==> src/design/cdt_pkg.sv <==
package cdt_pkg;

   // timer modes as reported on the result channel
   typedef enum logic [1:0] {
      MODE_IDLE    = 2'd0,
      MODE_RUNNING = 2'd1,
      MODE_PAUSED  = 2'd2,
      MODE_EXPIRED = 2'd3
   } cdt_mode_type;

   // action codes; 5 to 7 are unused and ignored
   localparam logic [2:0] ACT_TICK   = 3'd0;
   localparam logic [2:0] ACT_TOGGLE = 3'd1;
   localparam logic [2:0] ACT_CLEAR  = 3'd2;
   localparam logic [2:0] ACT_INC    = 3'd3;
   localparam logic [2:0] ACT_DEC    = 3'd4;

   // register indexes
   localparam logic [1:0] CSR_STEP = 2'd0;
   localparam logic [1:0] CSR_MIN  = 2'd1;
   localparam logic [1:0] CSR_MAX  = 2'd2;

   localparam logic [11:0] STEP_RESET = 12'd30;
   localparam logic [11:0] MIN_RESET  = 12'd30;
   localparam logic [11:0] MAX_RESET  = 12'd3600;

   localparam logic [9:0]  MS_PER_SECOND = 10'd1000;
   localparam logic [21:0] REMAIN_MAX    = 22'h3F_FFFF;

   typedef struct packed {
      logic [2:0]  action;
      logic [31:0] now_ms;
   } cdt_req_type;

   typedef struct packed {
      logic [1:0]  mode;
      logic [21:0] display_ms;
      logic        alert;
   } cdt_rsp_type;

   typedef struct packed {
      logic [11:0] step_seconds;
      logic [11:0] min_seconds;
      logic [11:0] max_seconds;
   } cdt_cfg_type;

endpackage

==> src/design/cdt_step.sv <==
module cdt_step import cdt_pkg::*; #(
   parameter int DEFAULT_SECONDS = 300
) (
   input  logic        clock,
   input  logic        reset,
   input  logic        advance,
   input  cdt_req_type item,
   input  cdt_cfg_type cfg,
   output cdt_rsp_type result
);

   cdt_mode_type mode_ff, mode_in;
   logic [11:0]  duration_ff, duration_in;
   logic [21:0]  remaining_ff, remaining_in;
   logic [31:0]  target_ff, target_in;

   logic [31:0]        past_target;
   logic [31:0]        to_target;
   logic               reached;
   logic [21:0]        left_ms;
   logic [21:0]        duration_ms;
   logic signed [13:0] stepped;
   logic signed [13:0] clamped;
   logic [21:0]        display_ms;
   logic               alert;

   always_comb begin
      // wrap-safe: reached when now - target is non-negative as signed
      past_target = item.now_ms - target_ff;
      reached     = ~past_target[31];
      to_target   = target_ff - item.now_ms;
      left_ms     = (to_target[31:22] != 10'd0) ? REMAIN_MAX : to_target[21:0];
      duration_ms = {10'd0, duration_ff} * {12'd0, MS_PER_SECOND};

      if (item.action == ACT_INC) begin
         stepped = $signed({2'b00, duration_ff}) + $signed({2'b00, cfg.step_seconds});
      end else begin
         stepped = $signed({2'b00, duration_ff}) - $signed({2'b00, cfg.step_seconds});
      end
      clamped = stepped;
      if (clamped < $signed({2'b00, cfg.min_seconds})) begin
         clamped = $signed({2'b00, cfg.min_seconds});
      end
      if (clamped > $signed({2'b00, cfg.max_seconds})) begin
         clamped = $signed({2'b00, cfg.max_seconds});
      end

      mode_in      = mode_ff;
      duration_in  = duration_ff;
      remaining_in = remaining_ff;
      target_in    = target_ff;
      alert        = 1'b0;

      case (item.action)
         ACT_TICK: begin
            if (mode_ff == MODE_RUNNING) begin
               if (reached) begin
                  mode_in      = MODE_EXPIRED;
                  remaining_in = '0;
                  alert        = 1'b1;
               end else begin
                  remaining_in = left_ms;
               end
            end
         end
         ACT_TOGGLE: begin
            if (mode_ff == MODE_RUNNING) begin
               remaining_in = reached ? '0 : left_ms;
               mode_in      = MODE_PAUSED;
            end else if (mode_ff == MODE_PAUSED) begin
               target_in = item.now_ms + {10'd0, remaining_ff};
               mode_in   = MODE_RUNNING;
            end else begin
               remaining_in = duration_ms;
               target_in    = item.now_ms + {10'd0, duration_ms};
               mode_in      = MODE_RUNNING;
            end
         end
         ACT_CLEAR: begin
            mode_in      = MODE_IDLE;
            remaining_in = '0;
         end
         ACT_INC, ACT_DEC: begin
            if (mode_ff == MODE_IDLE) begin
               duration_in = clamped[11:0];
            end
         end
         default: begin
         end
      endcase

      display_ms = (mode_in == MODE_IDLE) ?
                   {10'd0, duration_in} * {12'd0, MS_PER_SECOND} : remaining_in;

      result.mode       = mode_in;
      result.display_ms = display_ms;
      result.alert      = alert;
   end

   always_ff @(posedge clock) begin
      if (reset) begin
         mode_ff      <= MODE_IDLE;
         duration_ff  <= 12'(DEFAULT_SECONDS);
         remaining_ff <= '0;
         target_ff    <= '0;
      end else if (advance) begin
         mode_ff      <= mode_in;
         duration_ff  <= duration_in;
         remaining_ff <= remaining_in;
         target_ff    <= target_in;
      end
   end

endmodule

==> src/design/countdown_timer_pause_resume.sv <==
// Countdown timer with pause and resume. Each request transaction carries an
// action (tick, start/pause toggle, clear, increase, decrease) and the
// free-running millisecond uptime; each one yields exactly one response
// transaction with the new mode, the displayed milliseconds and a one-shot
// alert on the tick that expires the timer. One transaction is taken every
// cycle while req_stall is low; a request goes into the input register, then
// through the state update into the result register, which presents the
// response until it is taken. A stalled response holds the result register,
// then the input register, then stalls requests. Duration limits and step size
// are set through the csr_ port; the user must do so while the timer is quiet,
// which the block itself does not enforce. csr_ready is always high.
module countdown_timer_pause_resume import cdt_pkg::*; #(
   parameter int DEFAULT_SECONDS = 300
) (
   input  logic        clock,
   input  logic        reset,
   // request channel
   input  logic        req_valid,
   output logic        req_stall,
   input  cdt_req_type req_data,
   // response channel
   output logic        rsp_valid,
   input  logic        rsp_stall,
   output cdt_rsp_type rsp_data,
   // register writes
   input  logic        csr_valid,
   output logic        csr_ready,
   input  logic [1:0]  csr_index,
   input  logic [11:0] csr_wdata
);

   cdt_cfg_type cfg_ff;

   logic        in_valid_ff, in_valid_in;
   cdt_req_type in_data_ff;
   logic        rsp_valid_ff, rsp_valid_in;
   cdt_rsp_type rsp_data_ff;

   logic        advance;
   logic        req_take;
   cdt_rsp_type step_result;

   // the held request moves on when the result register is free or emptying
   assign advance   = in_valid_ff && (!rsp_valid_ff || !rsp_stall);
   assign req_stall = in_valid_ff && !advance;
   assign req_take  = req_valid && !req_stall;

   assign in_valid_in  = req_take || (in_valid_ff && !advance);
   assign rsp_valid_in = advance || (rsp_valid_ff && rsp_stall);

   assign csr_ready = 1'b1;
   assign rsp_valid = rsp_valid_ff;
   assign rsp_data  = rsp_data_ff;

   cdt_step #(
      .DEFAULT_SECONDS(DEFAULT_SECONDS)
   ) u_step (
      .clock  (clock),
      .reset  (reset),
      .advance(advance),
      .item   (in_data_ff),
      .cfg    (cfg_ff),
      .result (step_result)
   );

   // control state
   always_ff @(posedge clock) begin
      if (reset) begin
         in_valid_ff  <= 1'b0;
         rsp_valid_ff <= 1'b0;
      end else begin
         in_valid_ff  <= in_valid_in;
         rsp_valid_ff <= rsp_valid_in;
      end
   end

   // payload registers
   always_ff @(posedge clock) begin
      if (req_take) begin
         in_data_ff <= req_data;
      end
      if (advance) begin
         rsp_data_ff <= step_result;
      end
   end

   // configuration; index 3 is ignored
   always_ff @(posedge clock) begin
      if (reset) begin
         cfg_ff.step_seconds <= STEP_RESET;
         cfg_ff.min_seconds  <= MIN_RESET;
         cfg_ff.max_seconds  <= MAX_RESET;
      end else if (csr_valid && csr_ready) begin
         case (csr_index)
            CSR_STEP: cfg_ff.step_seconds <= csr_wdata;
            CSR_MIN:  cfg_ff.min_seconds  <= csr_wdata;
            CSR_MAX:  cfg_ff.max_seconds  <= csr_wdata;
            default: begin
            end
         endcase
      end
   end

`ifndef SYNTHESIS
   // an alert only ever comes with the expired mode
   assert property (@(posedge clock) disable iff (reset)
      rsp_valid && rsp_data.alert |-> rsp_data.mode == MODE_EXPIRED)
      else $error("alert without expiry");

   // expired timer always shows zero time left
   assert property (@(posedge clock) disable iff (reset)
      rsp_valid && rsp_data.mode == MODE_EXPIRED |-> rsp_data.display_ms == 22'd0)
      else $error("expired timer shows time left");

   // an accepted request is held in the input register next cycle
   assert property (@(posedge clock) disable iff (reset)
      req_valid && !req_stall |=> in_valid_ff)
      else $error("accepted request lost");
`endif

endmodule
==> config.mk <==
export PLATFORM = sky130hd
export DESIGN_NAME = countdown_timer_pause_resume
export DESIGN_NICKNAME = d
export VERILOG_FILES = /design/src/design/cdt_pkg.sv /design/src/design/cdt_step.sv /design/src/design/countdown_timer_pause_resume.sv
export SDC_FILE = /design/constraint.sdc
export NUM_CORES = 1
export LEC_CHECK = 0
export ABC_AREA = 0
export BUFFER_PORTS_ARGS = -buffer_cell sky130_fd_sc_hd__buf_2
export CORE_ASPECT_RATIO = 0.75
export CORE_UTILIZATION = 45
export CTS_CLUSTER_DIAMETER = 150
export DETAILED_ROUTE_END_ITERATION = 6
export HOLD_SLACK_MARGIN = 0.06
export MAX_ROUTING_LAYER = met4
export PLACE_DENSITY = 0.6
export SLEW_MARGIN = 20
export SYNTH_ARGS = -nofsm -noshare
export SYNTH_HDL_FRONTEND = slang
export SYNTH_SLANG_ARGS = --single-unit
==> constraint.sdc <==
create_clock -name clock -period 22.4 [get_ports clock]
set_input_delay 0 -clock clock [delete_from_list [all_inputs] [get_ports clock]]
set_output_delay 0 -clock clock [all_outputs]
set_load 0.01 [all_outputs]
==> results by group, run 1 <==
Critical path
  – Delay-heaviest family, CP: compound AO/OA/AOI/OAI gates
  – Critical Path RT: 22620 ps
  – Critical setup path kind: flop to flop
  – CP max-delay cell: o21ai_0
  – Max incr delay on CP: 780 ps
  – Crit start category: flop
  – Worst Path Arrival: 12140 ps
  – Setup crit end kind: flop
  – Worst Path Buf+Inv: 5
  – Crit path max fanout: 17

Synthesis
  – Syn nets: 2480
  – Async set-reset flop share out of synthesis: 0%
  – EDFF count, synth: 60
  – Mapped Cells: 2105
  – Largest area contributor in the netlist: ha_1
  – Area contributors post-synth: ha_1 (17%), dfxtp_1 (12%), edfxtp_1 (10%), fa_1 (9.2%), a21oi_1 (4.7%)
  – Synth Cell Area: 0.0177 mm^2
  – Ys flop type: dfxtp_1
  – Netlist cell types: 86
  – Synth Area in Adders: 26.2%
  – Largest family of logic cells by synthesized area: adder cells
  – Count leader, synth: ha_1
  – Avg Cell Area, Syn: 8.40 um^2
  – Share of the yosys chip area belonging to registers: 22.2%
  – Synth Area in Compound Gates: 24.4%
  – Proportion of synthesized area in mux cells: 0.963%
  – Post-synth top cells: ha_1 (240), nand2_1 (214), inv_1 (207), a21oi_1 (166), nor2_1 (141)
  – Post-Synth XOR/XNOR Area: 4.96%
  – Top-area cell type share of the netlist area: 17.0%
  – Yosys Warn Count: 0
  – Yosys reg bits: 166
  – Post-synthesis simple-gate area fraction: 14.7%

Power
  – Clock share of power: 13.1%
  – Power Internal: 0.00119 W
  – Total chip power: 0.00230 W
  – PwrDens: 117 mW/mm^2
  – Sw Share: 48.2%
  – Gate power share: 69.9%
  – Reg power frac: 17.0%
  – Peak VDD IR: 108 uV
  – Leakage: 8.58 nW
  – NetSw: 0.00111 W

Timing
  – Final max-slew violation count: 0
  – RSZ-0062 raised after global routing: no
  – Fmax: 83.9 MHz
  – Tmin final: 11920 ps
  – Worst slew pin tran: 979 ps
  – Worst Skew: 15.2 ps
  – TNS Setup: 0 ps
  – Period Utilization, post-route: 53.2%
  – Final hold vios: 0
  – Worst slew margin relative to its limit: 34.0%
  – Setup ws final: 10480 ps
  – Hold Slack: 67.0 ps
  – # setup viols final: 0

CTS
  – H-tree depth: 4
  – TritonCTS clock tree: done
  – Clock root buffer: clkbuf_16
  – CTS resizes: 0
  – Clk Latency, worst-skew pair: 480 ps
  – Reg clk slew, reported paths: 80 ps
  – Clock buffer depth: 2
  – Clock sink count: 166
  – Hold_buf cts: 53
  – Setup bufs post-CTS: 0
  – Num CTS Buffers: 17

Detailed routing
  – Initial DRC count: 1688
  – DR DRC count: 0
  – Routed wire length: 56.5 mm
  – Vias: 16100
  – Final ANT Viol Nets: 0
  – Vias per cell: 5.92
  – 1st-pass router iterations: 6
  – Wire per inst: 20.8 um

Floorplanning
  – FP Rows: 62
  – Die Y: 174 um
  – # IOs: 82
  – Initial core utilization: 45.9%
  – DIE AREA: 0.0401 mm^2
  – Chip Width: 231 um
  – Core area: 0.0385 mm^2

GRT
  – Tot GR Track Use: 28.9%
  – Overflow after GRT: 0
  – Antenna violations before repair: 0
  – Number of global-route vias before repair: 14600
  – Largest net degree at the start of global routing: 51
  – First-pass GRT wire length: 86.5 mm

Run status
  – Status: complete, no violations

Placed design
  – Pre-CTS setup slack: 10710 ps
  – Gpl congestion: 0.983
  – PortBufs: 80
  – Detailed placement HPWL: 44.7 mm
  – Placed Cells: 2629

Cells and area
  – Area growth syn-to-layout: 11.2%
  – Share of layout cells above drive strength 1: 7.72%
  – Fin nets: 2564
  – Non-Filler Instances: 2714
  – Diode count: 0

Hold path
  – Worst hold path type: primary input to flop

Job
  – Maxcap violations: 0
==> layout by cell type, fill, tap and decap left out, types with 23 or more instances in the layout <==
cell type      count
nand3_1           34
inv_1            207
buf_4             24
ha_1             240
edfxtp_1          60
a31oi_1           32
a211o_1           24
dfxtp_1          106
xor2_1            30
a211oi_1          62
nand2_1          214
a22o_1            23
xnor2_1           70
o21ai_0          111
fa_1              81
nor3_1            28
buf_2             80
dlygate4sd3_1     53
o21a_1            30
a21o_1            40
nor2_1           141
a21oi_1          165
==> final timing paths <==
check	startpoint	endpoint	slack (ps)	cells past startpoint
setup / recovery	u_step.duration_ff[1]$_SDFFE_PP0P_	rsp_data[22]$_DFFE_PP_	10480	43
hold / removal	csr_valid	cfg_ff[35]$_SDFFE_PP0P_	70	4
setup reg to reg	u_step.duration_ff[1]$_SDFFE_PP0P_	rsp_data[22]$_DFFE_PP_	10480	43
hold reg to reg	cfg_ff[1]$_SDFFE_PP0P_	cfg_ff[1]$_SDFFE_PP0P_	480	2
==> per-layer routing <==
| metal | vias to the layer above | part of all wire (%) | GRT usage (%) |
|---|---|---|---|
| li1 | 7695 | - | - |
| met1 | 7704 | 52 | 45.8 |
| met2 | 609 | 38 | 37.0 |
| met3 | 55 | 8.7 | 5.54 |
| met4 | 0 | 1.1 | 4.99 |
| met5 | - | 0 | - |
==> kinds of logic (layout without fill, tap and decap cells) <==
| kind of cell | after synthesis | in the layout |
|---|---|---|
| xor gates and xnor gates | 100 | 100 |
| muxes | 16 | 16 |
| and+or+nand+nor | 560 | 560 |
| DFF | 166 | 166 |
| buffers and inverters | 301 | 398 |
| AOI/OAI and AO/OA | 640 | 640 |
| adders and majority gates | 321 | 321 |
| other | 1 | 1 |
==> per-stage QoR <==
step                      util, %  area, um^2
after CTS                    51.0       19600
after floorplan                 -       17700
after detailed placement     48.2       18500
final                        51.1       19700
after global routing         51.1       19700
after global placement       48.2       18500
==> registers in the layout, summed over array words and instances (netlist names) <==
register / flops
rsp_data: 25
cfg_ff: 36
u_step.remaining_ff: 22
in_valid_ff: 1
in_data_ff: 35
u_step.duration_ff: 12
u_step.mode_ff: 2
u_step.target_ff: 32
rsp_valid: 1
==> worst min-delay path, cell delays in order <==
cell,delay (ps)
buf_2,130
nor3b_4,220
nand2_1,100
a21oi_1,50
==> area by class of cell <==
cell class / count / area [um^2]
fill: 3700 / 18800
multi-input combinational: 1638 / 12600
sequential: 166 / 3920
timing repair buffer: 157 / 1110
inverter: 209 / 785
tap: 512 / 641
clock buffer: 17 / 425
clock inverter: 15 / 153
==> power by group through the flow <==
stage / logic [W] / registers, W / clock network, W
after floorplan: 0.00117 / 0.000398 / 0
after global placement: 0.00155 / 0.000397 / 0
after detailed placement: 0.00157 / 0.000397 / 0
after CTS: 0.00158 / 0.000391 / 0.000307
after global routing: 0.00178 / 0.000393 / 0.000321
final: 0.00161 / 0.000391 / 0.000302
Power figures use the tool's default switching activity.
==> run 2: changes to the inputs <==
--- a/config.mk
+++ b/config.mk
@@ -5,7 +5,7 @@
 export SDC_FILE = /design/constraint.sdc
 export NUM_CORES = 1
 export LEC_CHECK = 0
-export ABC_AREA = 0
+export ABC_AREA = 1
 export BUFFER_PORTS_ARGS = -buffer_cell sky130_fd_sc_hd__buf_2
 export CORE_ASPECT_RATIO = 0.75
 export CORE_UTILIZATION = 45
==> constraint.sdc (replaced) <==
create_clock -name clock -period 12.21 [get_ports clock]
set_input_delay 0 -clock clock [delete_from_list [all_inputs] [get_ports clock]]
set_output_delay 0 -clock clock [all_outputs]
set_load 0.01 [all_outputs]
==> results by group, run 2 <==
Cells and area
  – # fillers: 4350 (was 3700)
  – Most common cell after layout, fill and taps aside: nand2_1 (was ha_1)
  – Core Util, Final: 51.0% (was 51.1%)
  – Largest regs: cfg_ff: 36 flops, in_data_ff: 35 flops, u_step.target_ff: 32 flops (unchanged)
  – Biggest register: cfg_ff (unchanged)
  – Fin nets: 3341 (was 2564)
  – Diode count: 0 (unchanged)
  – Number of flip-flops in the largest register: 36 (unchanged)
  – Most frequent cells in the layout: nand2_1 (712), inv_1 (482), a21oi_1 (259), ha_1 (240), nor2_1 (196) (was ha_1 (240), nand2_1 (214), inv_1 (207), a21oi_1 (165), nor2_1 (141))
  – Final Cell Area: 0.0215 mm^2 (was 0.0197 mm^2)
  – Share of layout cells above drive strength 1: 7.15% (was 7.72%)
  – Area growth syn-to-layout: 11.5% (was 11.2%)

Timing
  – Worst slew pin tran: 1040 ps (was 979 ps)
  – Worst Skew: 16.6 ps (was 15.2 ps)
  – Fmax: 94.9 MHz (was 83.9 MHz)
  – TNS Setup: 0 ps (unchanged)
  – Period Utilization, post-route: 86.3% (was 53.2%)
  – # setup viols final: 0 (unchanged)
  – Setup ws final: 1670 ps (was 10480 ps)
  – Final hold vios: 0 (unchanged)
  – Worst slew margin relative to its limit: 30.5% (was 34.0%)
  – Tmin final: 10540 ps (was 11920 ps)
  – RSZ-0062 raised after global routing: no (unchanged)
  – Final max-slew violation count: 0 (unchanged)

CTS
  – Clock sink count: 166 (unchanged)
  – Reg clk slew, reported paths: 80 ps (about the same)
  – Num CTS Buffers: 17 (unchanged)
  – TritonCTS clock tree: done (unchanged)
  – Setup bufs post-CTS: 0 (unchanged)
  – Clock root buffer: clkbuf_16 (unchanged)
  – Clock buffer depth: 2 (unchanged)
  – H-tree depth: 4 (unchanged)
  – Clk Latency, worst-skew pair: 480 ps (about the same)

Synthesis
  – Mapped Cells: 2848 (was 2105)
  – Async set-reset flop share out of synthesis: 0% (unchanged)
  – Count leader, synth: nand2_1 (was ha_1)
  – Yosys reg bits: 166 (unchanged)
  – Syn nets: 3223 (was 2480)
  – Top-area cell type share of the netlist area: 15.5% (was 17.0%)
  – Netlist cell types: 56 (was 86)
  – Share of the yosys chip area belonging to registers: 20.3% (was 22.2%)
  – Yosys Warn Count: 0 (unchanged)
  – Largest area contributor in the netlist: ha_1 (unchanged)
  – Area contributors post-synth: ha_1 (16%), nand2_1 (14%), dfxtp_1 (11%), inv_1 (9.4%), edfxtp_1 (9.3%) (was ha_1 (17%), dfxtp_1 (12%), edfxtp_1 (10%), fa_1 (9.2%), a21oi_1 (4.7%))
  – Avg Cell Area, Syn: 6.78 um^2 (was 8.40 um^2)
  – Synth Cell Area: 0.0193 mm^2 (was 0.0177 mm^2)
  – Post-synth top cells: nand2_1 (712), inv_1 (482), a21oi_1 (259), ha_1 (240), nor2_1 (199) (was ha_1 (240), nand2_1 (214), inv_1 (207), a21oi_1 (166), nor2_1 (141))
  – EDFF count, synth: 60 (unchanged)
  – Ys flop type: dfxtp_1 (unchanged)

Critical path
  – Worst Path Buf+Inv: 6 (was 5)
  – Crit path max fanout: 18 (was 17)
  – Most repeated library cell on the critical path: nand2_1
  – Max incr delay on CP: 690 ps (was 780 ps)
  – Critical Path RT: 12450 ps (was 22620 ps)
  – R2R Setup Slk: 1670 ps (was 10480 ps)
  – Delay-heaviest family, CP: adder cells (was compound AO/OA/AOI/OAI gates)
  – Setup crit end kind: flop (unchanged)
  – Worst Path Arrival: 10770 ps (was 12140 ps)
  – CP max-delay cell: o21ai_1 (was o21ai_0)
  – Crit start category: flop (unchanged)
  – Critical setup path kind: flop to flop (unchanged)

Placed design
  – Gpl congestion: 0.983 (about the same)
  – PortBufs: 80 (unchanged)
  – Post-Place Cell Area: 0.0203 mm^2 (was 0.0185 mm^2)
  – Pre-CTS setup slack: 1740 ps (was 10710 ps)
  – Detailed placement HPWL: 56.0 mm (was 44.7 mm)

GRT
  – Tot GR Track Use: 33.4% (was 28.9%)
  – Antenna violations before repair: 0 (unchanged)
  – First-pass GRT wire length: 106 mm (was 86.5 mm)
  – Largest net degree at the start of global routing: 64 (was 51)
  – Number of global-route vias before repair: 17700 (was 14600)
  – Overflow after GRT: 0 (unchanged)

Detailed routing
  – Final ANT Viol Nets: 0 (unchanged)
  – DR DRC count: 0 (unchanged)
  – Wire per inst: 19.6 um (was 20.8 um)
  – Vias: 19400 (was 16100)
  – Routed wire length: 69.5 mm (was 56.5 mm)
  – 1st-pass router iterations: 6 (unchanged)
  – Vias per cell: 5.46 (was 5.92)
  – Initial DRC count: 2337 (was 1688)

Power
  – Total chip power: 0.00690 W (was 0.00230 W)
  – PwrDens: 320 mW/mm^2 (was 117 mW/mm^2)
  – Peak VDD IR: 747 uV (was 108 uV)
  – Leakage: 11.1 nW (was 8.58 nW)

Floorplanning
  – FP Rows: 65 (was 62)
  – # IOs: 82 (unchanged)
  – Initial core utilization: 45.8% (was 45.9%)
  – Core area: 0.0422 mm^2 (was 0.0385 mm^2)
  – Die Y: 181 um (was 174 um)
  – DIE AREA: 0.0438 mm^2 (was 0.0401 mm^2)
  – Chip Width: 241 um (was 231 um)

Job
  – Maxcap violations: 0 (unchanged)

Run status
  – Status: complete, no violations (unchanged)

Hold path
  – Worst hold path type: primary input to flop (unchanged)
run 2: repair_timing:
| item | CTS | global route |
|---|---|---|
| resized for setup | 0 | 0 |
| hold buffers | 61 | 0 |
| hold endpoints to repair | 74 | 0 |
run 2: worst paths after layout:
kind / end / from / cells past startpoint
worst max-delay path: rsp_data[22]$_DFFE_PP_ / u_step.duration_ff[1]$_SDFFE_PP0P_ / 44
worst min-delay path: u_step.duration_ff[9]$_SDFFE_PP0P_ / reset / 4
worst max register to register: rsp_data[22]$_DFFE_PP_ / u_step.duration_ff[1]$_SDFFE_PP0P_ / 44
worst min register to register: cfg_ff[7]$_SDFFE_PP0P_ / cfg_ff[7]$_SDFFE_PP0P_ / 2
run 2: area by class of cell:
type                    instances  area (um^2)  share of cell area (%)
multi-input cells            2117        13300                    61.6
flip-flops and latches        166         3920                    18.2
inverters                     504         1890                    8.78
repair buffers                160         1150                    5.36
well taps                     569          712                    3.31
clock buffers                  18          439                    2.04
clock inverters                14          153                   0.709
run 2: through the flow:
step	cells	hold slack, ps
after global routing	3548	148
final	3548	147
after global placement	3455	176
after detailed placement	3455	178
after CTS	3548	123
after floorplan	2848	98.9
run 2: layer usage:
metal,track usage (%),wire (um)
met3,8.19,7400
met4,5.37,800
met1,52.9,35500
met2,41.7,25800
met5,-,0
run 2: report_power, final:
part	leakage [nW]	internal, W	switching (W)
Combinational	9.34	0.00196	0.00360
Clock	0.293	0.000281	0.000293
Sequential	1.45	0.000719	0.0000468
run 2: logic make-up (layout without fill, tap and decap cells):
family | after synthesis | in the layout | share of synthesized area, %
AOI/OAI and AO/OA | 548 | 548 | 15.9
muxes | 1 | 1 | 0.0518
DFF | 166 | 166 | 20.3
and+or+nand+nor | 1178 | 1178 | 25.6
xor gates and xnor gates | 68 | 68 | 3.08
adders and majority gates | 321 | 321 | 23.9
other | 1 | 1 | 0.0194
buffers and inverters | 565 | 696 | 11.1
run 2: worst min-delay path: stages:
cell	delay (ps)
buf_2	290
a21oi_1	200
nand2_1	60
inv_1	40
